$ cat config.mk
export PLATFORM = sky130hd
export DESIGN_NAME = tccc_obuf
export DESIGN_NICKNAME = d
export VERILOG_FILES = /design/src/sv/tccc_obuf.sv
export SDC_FILE = /design/constraint.sdc
export NUM_CORES = 1
export LEC_CHECK = 0
export BUFFER_PORTS_ARGS = -buffer_cell sky130_fd_sc_hd__buf_2
export CORE_ASPECT_RATIO = 1.75
export CORE_MARGIN = 4
export CORE_UTILIZATION = 50
export DETAILED_ROUTE_END_ITERATION = 12
export GPL_ROUTABILITY_DRIVEN = 0
export PLACE_DENSITY_LB_ADDON = 0.08
export SLEW_MARGIN = 20
export SYNTH_ARGS = -nofsm -noshare
export SYNTH_HDL_FRONTEND = slang
export SYNTH_SLANG_ARGS = --single-unit
$ cat constraint.sdc
create_clock -name clk_i -period 4.15 [get_ports clk_i]
set_input_delay 0.83 -clock clk_i [delete_from_list [all_inputs] [get_ports clk_i]]
set_output_delay 0.83 -clock clk_i [all_outputs]
set_load 0.02 [all_outputs]
$ cat src/sv/tccc_obuf.sv
`timescale 1ns / 1ps
// ----------------------------------------------------------------------------
// tccc_obuf
// Two-entry output buffer; decouples the pipeline stall from the sink.
// ----------------------------------------------------------------------------
module tccc_obuf #(
  parameter int unsigned W = 17
) (
  input  logic         clk_i,
  input  logic         rst_ni,
  input  logic         push_i,
  input  logic [W-1:0] data_i,
  output logic         space_o,
  output logic         valid_o,
  input  logic         ready_i,
  output logic [W-1:0] data_o
);

  logic [W-1:0] mem_q [2];
  logic         wr_q, rd_q;
  logic [1:0]   cnt_q;
  logic         pop;

  assign pop     = valid_o & ready_i;
  assign valid_o = cnt_q != 2'd0;
  assign space_o = cnt_q != 2'd2;
  assign data_o  = mem_q[rd_q];

  // track pointers and fill level
  always_ff @(posedge clk_i or negedge rst_ni) begin
    if (!rst_ni) begin
      wr_q  <= 1'b0;
      rd_q  <= 1'b0;
      cnt_q <= 2'd0;
    end else begin
      if (push_i) wr_q <= ~wr_q;
      if (pop)    rd_q <= ~rd_q;
      cnt_q <= cnt_q + 2'(push_i) - 2'(pop);
    end
  end

  // hold the beat until taken
  always_ff @(posedge clk_i) begin
    if (push_i) mem_q[wr_q] <= data_i;
  end

endmodule

**Yosys cells after proc, flatten, opt, wreduce, memory -nomap -nowiden**

Memory sizes are Yosys's and may differ from the RTL's.
Index checks and enable logic that the tools add are counted.

- Output and inout bits: 19
- Bits of input ports: 21
- Memory bits (writable): 34
- Memories kept: 1
- Flip-flop bits (word level): 4

Memories:

| name | depth | width | rd ports | clocked after Yosys merged registers in | write ports | line | RTL |
|---|---|---|---|---|---|---|---|
| mem_q | 2 | 17 | 1 | 0 | 1 | 19 | `logic [W-1:0] mem_q [2];` |

- Bitwise logic cells: 3
- Eq/ne operators: 1
- Reduce and logical (&&, ||, !) cells: 1
- $add $sub $neg: 2
- Muxes and demuxes: 2

Operator list:

| cell | number |
|---|---|
| $add 2x1->2 | 1 |
| $mux 1 | 2 |
| $ne 2x2->1 const B | 1 |
| $not 1->1 | 2 |
| $reduce_bool 2->1 | 1 |
| $sub 2x1->2 | 1 |
| $and 1x1->1 | 1 |

**Longest topological paths before layout**

Gate-level depths: netlist of the first run.

- Depth after elaboration: 3
- Gate-level depth with buffers: 6
- Gate-level depth less buffers: 6

**Worst setup path after synthesis of the first run**

OpenSTA, ideal clock, no wires.

- Path type: input to register
- Start point: input port push_i
- End point: memory mem_q[0][0] (enable)
- Setup slack: 2121 ps
- Library setup time: 393 ps
- Buffers on the path: 0
- Data arrival time: 1637 ps
- Required time: 3757 ps
- Stages on the path: 1
- Cells stage by stage: nor2b_1

- Longest elaborated chain between the ends: 2

RTL lines:

| element | line | RTL |
|---|---|---|
| from (decl) | 11 | `input logic push_i,` |
| $mux 1 | 44 | `if (push_i) mem_q[wr_q] <= data_i;` |
| $mux 1 (not written as such) | 44 |  |
| to (decl) | 19 |  |

No other way between the ends.

**Final worst setup path of the first run**

- Start point: register rd_q
- End point: output port data_o[4]

- Longest elaborated chain between the ends: 1

RTL lines:

| element | line | RTL |
|---|---|---|
| from (decl) | 20 | `logic wr_q, rd_q;` |
| from (signal assigned) | 37 | `if (pop) rd_q <= ~rd_q;` |
| $mem_v2 2x17 | - |  |
| to (decl) | 16 | `output logic [W-1:0] data_o` |

No other way between the ends.

==> results of run 1 <==
worst reg2reg max path: cells and delay by family (launching register included):
kind            cells  cell delay [ns]
fa+ha+maj           2             0.46
buf+inv             1             0.04
flops               1             0.42
compound gates      1             0.21
xor+xnor            2             0.31
Yosys cell counts, types with 2 or more instances:
master	instances
ha_1	2
inv_1	2
edfxtp_1	34
mux2_2	8
dfrtp_1	4
xnor2_1	2
xor2_1	2
mux2_4	9
logic make-up after synthesis:
family / share of synthesized area [%]
flops: 76.0
mux: 15.3
simple gates: 1.53
compound gates: 0.509
fa+ha+maj: 1.70
xor+xnor: 2.38
buf+inv: 2.63
stage by stage:
step | instances | setup slack [ns] | instance area, um2 | utilization (%)
3_3_place_gp | 134 | 1.80 | 1680 | 60.9
5_1_grt | 141 | 1.44 | 1780 | 64.6
4_1_cts | 141 | 1.48 | 1780 | 64.6
6_report | 141 | 1.52 | 1780 | 64.6
3_5_place_dp | 134 | 1.80 | 1680 | 60.9
2_1_floorplan | 70 | 2.12 | 1480 | -
where the power goes:
| part | switching [mW] | internal [mW] | leakage [nW] |
|---|---|---|---|
| Clock | 0.115 | 0.173 | 0.0517 |
| Sequential | 0.0685 | 0.515 | 0.366 |
| Combinational | 0.211 | 0.195 | 0.308 |
flip-flops by register name, indices dropped and copies added (netlist names):
register,flops
rd_q,1
mem_q,34
wr_q,1
cnt_q,2
final cells by class:
class                   instances  share of cell area, %
well taps                      27                   1.90
multi-input cells              28                   17.9
inverters                       2                  0.422
flip-flops and latches         38                   63.1
repair buffers                 39                   11.0
clock inverters                 2                   1.90
clock buffers                   5                   3.87
per-layer routing:
metal | share of wire (%) | global-route usage [%] | vias up
li1 | - | - | 347
met1 | 37 | 12.3 | 345
met2 | 52 | 21.6 | 28
met3 | 7.6 | 4.49 | 6
met4 | 3.1 | 8.63 | 0
met5 | 0 | 0 | -
placed cells by master (no fill, tap or decap):
cell type  netlist  routed
xnor2_1          2       2
xor2_1           2       2
and2_1           1       1
dfrtp_1          4       4
clkinv_1         0       1
o21a_1           1       1
edfxtp_1        34      34
mux2_4           9       9
ha_1             2       2
clkbuf_8         0       5
buf_2            0      39
or2_2            1       1
inv_1            2       2
nand2_1          1       1
bufinv_16        0       1
mux2_2           8       8
nor2b_2          0       1
how the worst min path moves through the flow:
stage / cells after the start / from / to / slack [ns]
floorplan: 1 / wr_q / wr_q / 0.46
global placement: 1 / wr_q / wr_q / 0.49
detailed placement: 1 / wr_q / wr_q / 0.50
CTS: 1 / rst_ni / cnt_q[1] / 0.34
global route: 1 / rst_ni / cnt_q[1] / 0.33
finish: 1 / rst_ni / cnt_q[1] / 0.34
==> metrics.md, run 1 <==
| Metric | Value |
|---|---|
| Port Buffers | `39` |
| Seq. cell area | `1120 um2` |
| Worst ir drop on vdd | `0.577 mV` |
| Num rows | `25` |
| Nets | `137` |
| Cts repair resizes | `0` |
| DRT Wirelength | `2180 um` |
| Router iterations before antenna repair | `5` |
| CTS buffer count | `5` |
| Clk Latency, worst-skew pair | `0.28 ns` |
| CP peak stage delay | `0.94 ns` |
| Crit path buf inv count | `1` |
| Syn Inst Count | `70` |
| Footprint of the multi-input gates | `318 um2` |
| Fin Clk Skew | `0.00346 ns` |
| Setup CP Type | `reg -> out` |
| # Post-CTS Setup Buffers | `0` |
| Max Slew Vio Count | `0` |
| Startpoint Class | `flip-flop` |
| Top FF cell, synth | `edfxtp_1` |
| Netlist cell types | `15` |
| Dpl hpwl | `1510 um` |
| CP max-delay cell | `dfrtp_1` |
| First-pass GRT wire length | `3660 um` |
| DR WL/cell | `15.5 um` |
| Grt ovf | `0` |
| CP startpoint | `rd_q` |
| Hold/Removal Path Class | `in -> async` |
| Worst-path clk slew | `0.07 ns` |
| Hold buffers post-CTS | `0` |
| Antenna viol nets, final | `0` |
| P&R area growth vs syn | `20.5%` |
| Min Hold Slack | `0.344 ns` |
| Warnings from Yosys | `0` |
| Via-to-Cell Ratio | `5.15` |
| Sum Neg Setup Slack | `0 ns` |
| Final setup fails | `0` |
| DRC violations left | `0` |
| Critical-path cell list | `mux2_2, buf_2` |
| Unrepaired setup endpoints after global routing | `no` |
| Final Hold Viols | `0` |
| Mean Syn Cell Area | `21.1 um2` |
| Part of the Yosys area used for sequential elements | `76.0%` |
| Worst slew pin tran | `0.914 ns` |
| Power Total | `1.28 mW` |
| Ant. Diodes | `0` |
| Root Buffer | `clkbuf_8` |
| Pwr Density | `719 nW/um2` |
| Antenna violations before repair | `0` |
| Post-Syn Nets | `93` |
| Mapped cell area | `1480 um2` |
| Synth Register Bits | `38` |
| CP endpoint kind | `output port` |
| Leak Pwr | `0.726 nW` |
| Critical path's top delay family | `flip-flops` |
| Share of layout cells above drive strength 1 | `56.1%` |
| Longest Clk Path Bufs | `2` |
| Status | `complete, no violations` |
| Worst reg2reg setup slack | `2.63 ns` |
| Filler cells | `218` |
| Largest net degree at the start of global routing | `19` |
| CTS HTree Levels | `2` |
| CTS tree | `done` |
| Critical Path Sink | `data_o[4]` |
| Initial Utilization | `53.6%` |
| Die width | `49.1 um` |
| Die height | `79.9 um` |
| Reg2reg path depth | `6` |
| Tcrit/Tclk final | `63.4%` |
| Critical Path RT | `3.32 ns` |
| Worst reg2reg endpoint | `cnt_q[1]` |
| Initial drt markers | `35` |
| Largest cells by area after synthesis | `edfxtp_1 (69%), mux2_4 (9.2%), dfrtp_1 (6.8%)` |
| Number of I/O pins | `40` |
| Maximum clock rate | `380 MHz` |
| Post-synth EDFFs | `34` |
| Reg2Reg Launch Point | `cnt_q[1]` |
| Final min period | `2.63 ns` |
| Area leader, netlist | `edfxtp_1` |
| DR vias | `726` |
| Yosys top cell area share | `69.2%` |
| Crit-path max FO | `18` |
| Max_cap viols | `0` |
| Worst path depth | `2` |
| Total Routing Usage GR | `12.6%` |
| Vias in the first global route | `830` |
| Die Area | `3920 um2` |
| Critical path data arrival time | `1.80 ns` |
| Placeable Area | `2750 um2` |
| Relative slew slack | `39.0%` |
| Async set-reset flop share out of synthesis | `10.5%` |
| Clk sinks | `38` |
No activity file was read; power rests on OpenSTA's default activity.
==> inputs of run 2 (changes only) <==
- ABC_AREA: not set -> 1
- CORE_UTILIZATION: 50 -> 46
- clock period: 4.15 -> 2.37 ns (I/O delays scaled with it)
==> metrics.md, run 2 <==
| Metric | Value |
|---|---|
| Worst hold path depth | `1` |
| Largest net degree at the start of global routing | `20` |
| Power Total | `2.21 mW` |
| Largest cells by area after synthesis | `edfxtp_1 (69%), nand2_1 (14%), dfrtp_1 (6.7%)` |
| Unrepaired setup endpoints after global routing | `no` |
| Grt ovf | `0` |
| Worst reg2reg endpoint | `mem_q[0][14]` |
| Area leader, netlist | `edfxtp_1` |
| Critical Path RT | `1.90 ns` |
| Worst ir drop on vdd | `0.863 mV` |
| Final Worst Setup Slack | `0.295 ns` |
| Die width | `51.0 um` |
| Post-synth EDFFs | `34` |
| Antenna viol nets, final | `0` |
| Async set-reset flop share out of synthesis | `10.5%` |
| Worst reg2reg setup slack | `0.96 ns` |
| Syn Inst Count | `118` |
| CP startpoint | `rd_q` |
| Die Area | `4250 um2` |
| CTS HTree Levels | `2` |
| Top FF cell, synth | `edfxtp_1` |
| CP endpoint kind | `output port` |
| CTS tree | `done` |
| Tcrit/Tclk final | `87.6%` |
| Mean Syn Cell Area | `12.6 um2` |
| Critical Path Sink | `data_o[13]` |
| Hold/Removal Path Class | `in -> reg` |
| Mapped cell area | `1490 um2` |
| Final Hold Viols | `0` |
| Warnings from Yosys | `0` |
| Status | `complete, no violations` |
| Antenna violations before repair | `0` |
| Worst-path clk slew | `0.07 ns` |
| P&R area growth vs syn | `21.3%` |
| Number of I/O pins | `40` |
| # Post-CTS Setup Buffers | `0` |
| Cts repair resizes | `0` |
| Final cell count without fillers | `207` |
| Leak Pwr | `0.827 nW` |
| Biggest regs | `mem_q: 34 flops, cnt_q: 2 flops` |
| Initial drt markers | `16` |
| DRC violations left | `0` |
| Hold buffers post-CTS | `1` |
| Num rows | `27` |
| Die height | `83.3 um` |
| Clk sinks | `38` |
| Netlist cell types | `13` |
| First-pass GRT wire length | `4240 um` |
| Final Util | `57.5%` |
| Total Routing Usage GR | `13.7%` |
| Gate power share | `35.8%` |
| Switching Share | `38.8%` |
| Router iterations before antenna repair | `5` |
| Max reg flops | `34` |
| Ant. Diodes | `0` |
| Dpl hpwl | `1770 um` |
| Final setup fails | `0` |
| Yosys top cell area share | `68.6%` |
| Clk Latency, worst-skew pair | `0.28 ns` |
| Max_cap viols | `0` |
| Share of layout cells above drive strength 1 | `32.3%` |
| Port Buffers | `39` |
| Final min period | `2.07 ns` |
| DRT Wirelength | `2670 um` |
| Biggest register | `mem_q` |
| Pwr Density | `1220 nW/um2` |
| Max Slew Vio Count | `0` |
| Sum Neg Setup Slack | `0 ns` |
| Part of the Yosys area used for sequential elements | `75.3%` |
| Synth Register Bits | `38` |
| Count leader, synth | `nand2_1` |
| Relative slew slack | `48.5%` |
| Commonest non-fill, non-tap cell in the layout | `nand2_1` |
| Cells after DPL | `198` |
| Root Buffer | `clkbuf_8` |
| Worst slew pin tran | `0.772 ns` |
| Startpoint Class | `flip-flop` |
| DR WL/cell | `12.9 um` |
| Worst slack at placement | `0.598 ns` |
| Critical path data arrival time | `1.60 ns` |
| Clock share of power | `18.7%` |
| Longest Clk Path Bufs | `2` |
| Filler cells | `273` |
| Maximum clock rate | `482 MHz` |
| Post-Syn Nets | `141` |
| CTS buffer count | `5` |
| Vias in the first global route | `1002` |
| Reg2reg path depth | `2` |
| Net Sw Power | `0.857 mW` |
| Reg2Reg Launch Point | `wr_q` |
| Setup CP Type | `reg -> out` |
| Initial Utilization | `47.4%` |
| Via-to-Cell Ratio | `4.55` |
| Fin Clk Skew | `0.00461 ns` |
| Placeable Area | `3140 um2` |
| Most frequent cells in the layout | `nand2_1 (57), buf_2 (39), edfxtp_1 (34)` |
| Internal Power | `1.35 mW` |
| Top post-synthesis cells by count | `nand2_1 (57), edfxtp_1 (34), inv_1 (8), nand2_2 (5), dfrtp_1 (4)` |
| Sequential power share | `45.5%` |
| Nets | `186` |
| Crit-path max FO | `19` |
| DR vias | `942` |
[run 2: cell count changes after synthesis, sizes merged, moves of 2 or more]
| cell | delta |
|---|---|
| inv | +7 |
| nand2 | +61 |
| nand3 | +2 |
| mux2 | -17 |
| xnor2 | -2 |
[run 2: area by class of cell]
type / instances / area (um2) / share of cell area [%]
clock inverters: 2 / 8.76 / 0.485
clock buffers: 6 / 72.6 / 4.02
multi-input cells: 68 / 295 / 16.4
repair buffers: 41 / 213 / 11.8
inverters: 9 / 41.3 / 2.29
flip-flops and latches: 38 / 1120 / 62.1
well taps: 43 / 53.8 / 2.98
[run 2: cell families (layout without fill, tap and decap cells)]
kind of cell               Yosys count  in the layout  share of synthesized area, %
xor gates and xnor gates             1              1                         0.588
adders and majority gates            2              2                          1.68
buffers and inverters               12             58                          5.04
DFF                                 38             38                          75.3
and+or+nand+nor                     65             65                          17.4
[run 2: per-stage QoR]
step	instance area [um2]	hold slack, ns
5_1_grt	1810	0.371
4_1_cts	1810	0.363
3_5_place_dp	1710	0.290
2_1_floorplan	1490	0.178
3_3_place_gp	1710	0.287
6_report	1810	0.373
[run 2: critical path, stage by stage (launching register included)]
cell     delay [ns]
dfrtp_1        0.85
inv_8          0.16
nand2_2        0.10
nand2_1        0.05
buf_2          0.16
[run 2: how the worst min path moves through the flow]
stage	endpoint	slack (ns)	startpoint
global placement	cnt_q[1]	0.29	rst_ni
global route	mem_q[0][9]	0.37	data_i[9]
detailed placement	cnt_q[1]	0.29	rst_ni
finish	mem_q[1][0]	0.37	data_i[0]
floorplan	cnt_q[0]	0.18	rst_ni
CTS	mem_q[1][4]	0.36	data_i[4]
[run 2: per-layer routing]
layer	up-vias	share of wire, %	global-route usage [%]	wire (um)
met2	30	55	24.9	1470
met4	0	1.8	6.86	48
met1	436	37	12.8	998
li1	472	-	-	-
met3	4	5.8	4.49	155
met5	-	0	0	0
[run 2: power groups by stage]
stage	clock, mW	sequential [mW]	combinational, mW
after global routing	0.444	1.02	0.883
after CTS	0.422	1.00	0.806
after floorplan	0	0.951	0.633
after detailed placement	0	1.02	0.801
after global placement	0	1.01	0.787
final	0.412	1.00	0.791
==> inputs of run 3 (changes only) <==
- PLACE_DENSITY: not set -> 0.83
- PLACE_DENSITY_LB_ADDON: 0.08 -> not set
==> metrics.md, run 3 (same netlist as run 2, synthesis figures left out) <==
| Metric | Value |
|---|---|
| Antenna viol nets, final | `0` |
| Final min period | `1.88 ns` |
| Net Sw Power | `0.836 mW` |
| Critical-path cell list | `buf_4, nand2_1, nand2_1, buf_2` |
| Port Buffers | `39` |
| Critical Path RT | `1.90 ns` |
| Final Hold Viols | `0` |
| Largest net degree at the start of global routing | `19` |
| Worst ir drop on vdd | `0.635 mV` |
| DRT Wirelength | `2570 um` |
| Cts repair resizes | `0` |
| Dpl hpwl | `1920 um` |
| Status | `complete, no violations` |
| Clock share of power | `17.2%` |
| Clk Latency, worst-skew pair | `0.27 ns` |
| Pwr Density | `1210 nW/um2` |
| Via-to-Cell Ratio | `4.48` |
| Root Buffer | `clkbuf_8` |
| Nets | `188` |
| CP max-delay cell | `dfrtp_1` |
| Ant. Diodes | `0` |
| Worst reg2reg endpoint | `cnt_q[1]` |
| Setup CP Type | `reg -> out` |
| Reg2Reg Launch Point | `cnt_q[1]` |
| DR WL/cell | `12.4 um` |
| DR vias | `927` |
| Maximum clock rate | `533 MHz` |
| Gate power share | `38.1%` |
| Vias in the first global route | `1004` |
| Final cell count without fillers | `207` |
| Biggest regs | `mem_q: 34 flops, cnt_q: 2 flops` |
| Grt ovf | `0` |
| Switching Share | `38.1%` |
| Num rows | `27` |
| Leak Pwr | `0.832 nW` |
| Internal Power | `1.36 mW` |
| Max_cap viols | `0` |
| Worst hold path depth | `1` |
| Relative slew slack | `55.3%` |
| # Post-CTS Setup Buffers | `0` |
| Die Area | `4250 um2` |
| Hold/Removal Path Class | `in -> reg` |
| Router iterations before antenna repair | `5` |
| Antenna violations before repair | `0` |
| HP Start | `data_i[16]` |
| Share of layout cells above drive strength 1 | `32.3%` |
| Commonest non-fill, non-tap cell in the layout | `nand2_1` |
| Sum Neg Setup Slack | `0 ns` |
| Sequential power share | `44.6%` |
| Worst slew pin tran | `0.670 ns` |
| Initial Utilization | `47.4%` |
| Die height | `83.3 um` |
| CTS buffer count | `5` |
| Max Slew Vio Count | `0` |
| Critical path data arrival time | `1.40 ns` |
| Crit-path max FO | `10` |
| Initial drt markers | `29` |
| Fin Clk Skew | `0.00385 ns` |
| CP peak stage delay | `0.61 ns` |
| DRC violations left | `0` |
| Placeable Area | `3140 um2` |
| Filler cells | `261` |
| First-pass GRT wire length | `4300 um` |
| Total Routing Usage GR | `13.5%` |
| Reg2reg path depth | `9` |
| Most used cell, CP | `nand2_1` |
| Cells after DPL | `200` |
| Max reg flops | `34` |
| Hold Path End | `mem_q[1][16]` |
| Startpoint Class | `flip-flop` |
| Longest Clk Path Bufs | `2` |
| Unrepaired setup endpoints after global routing | `no` |
| Tcrit/Tclk final | `79.2%` |
| P&R area growth vs syn | `21.5%` |
| Biggest register | `mem_q` |
| Clk sinks | `38` |
| CTS HTree Levels | `2` |
| Worst reg2reg setup slack | `0.90 ns` |
| CP endpoint kind | `output port` |
| Die width | `51.0 um` |
| Number of I/O pins | `40` |
| CTS tree | `done` |
| Worst-path clk slew | `0.06 ns` |
| Most frequent cells in the layout | `nand2_1 (57), buf_2 (39), edfxtp_1 (34)` |
| Final setup fails | `0` |
-- run 3: cell count changes in the layout (fill, tap and decap cells not counted), sizes merged --
| cell | change |
|---|---|
| clkinv | -1 |
| buf | +2 |
| clkbuf | -1 |
-- run 3: power groups by stage --
stage	Clock, mW	Sequential, mW	Combinational, mW
2_1_floorplan	0	0.951	0.633
3_3_place_gp	0	0.984	0.817
3_5_place_dp	0	0.994	0.847
4_1_cts	0.391	0.980	0.856
5_1_grt	0.416	0.993	0.937
6_report	0.379	0.981	0.838
-- run 3: critical path, delay by kind of cell (launching register included) --
| family | cells | cell delay, ns |
|---|---|---|
| buf+inv | 2 | 0.39 |
| simple gates | 2 | 0.12 |
| flops | 1 | 0.61 |
-- run 3: worst max-delay path by stage --
stage / from / end / slack, ns / cells after the start
6_report: rd_q / data_o[0] / 0.49 / 4
5_1_grt: rd_q / data_o[2] / 0.42 / 4
4_1_cts: rd_q / data_o[6] / 0.48 / 4
3_5_place_dp: rd_q / data_o[6] / 0.80 / 4
3_3_place_gp: rd_q / data_o[13] / 0.83 / 4
2_1_floorplan: push_i / mem_q[0][0] / 0.74 / 2
-- run 3: repair_timing --
item / CTS / global route
endpoints found under the setup margin: 0 / 0
hold buffers: 1 / 0
hold endpoints to repair: 4 / 0
-- run 3: final cells by class --
class                   count  area [um2]  share of cell area [%]
clock buffers               5        68.8                    3.80
flip-flops and latches     38        1120                    62.0
inverters                   9        41.3                    2.28
clock inverters             1        3.75                   0.207
repair buffers             43         228                    12.6
multi-input cells          68         293                    16.2
well taps                  43        53.8                    2.97
-- run 3: metrics by stage --
step / total power, mW / utilization [%] / hold WS [ns] / setup slack [ns] / instance area (um2)
5_1_grt: 2.35 / 57.6 / 0.378 / 0.417 / 1810
6_report: 2.20 / 57.6 / 0.388 / 0.493 / 1810
4_1_cts: 2.23 / 57.6 / 0.377 / 0.484 / 1810
3_3_place_gp: 1.80 / 55.0 / 0.284 / 0.829 / 1730
3_5_place_dp: 1.84 / 55.0 / 0.287 / 0.798 / 1730
2_1_floorplan: 1.58 / - / 0.178 / 0.742 / 1490
-- run 3: metal layers --
| layer | track usage (%) | up-vias | part of all wire [%] |
|---|---|---|---|
| met2 | 23.5 | 28 | 55 |
| met3 | 3.77 | 5 | 5.2 |
| met5 | 0 | - | 0 |
| met1 | 13.7 | 418 | 38 |
| li1 | - | 476 | - |
| met4 | 7.84 | 0 | 1.9 |
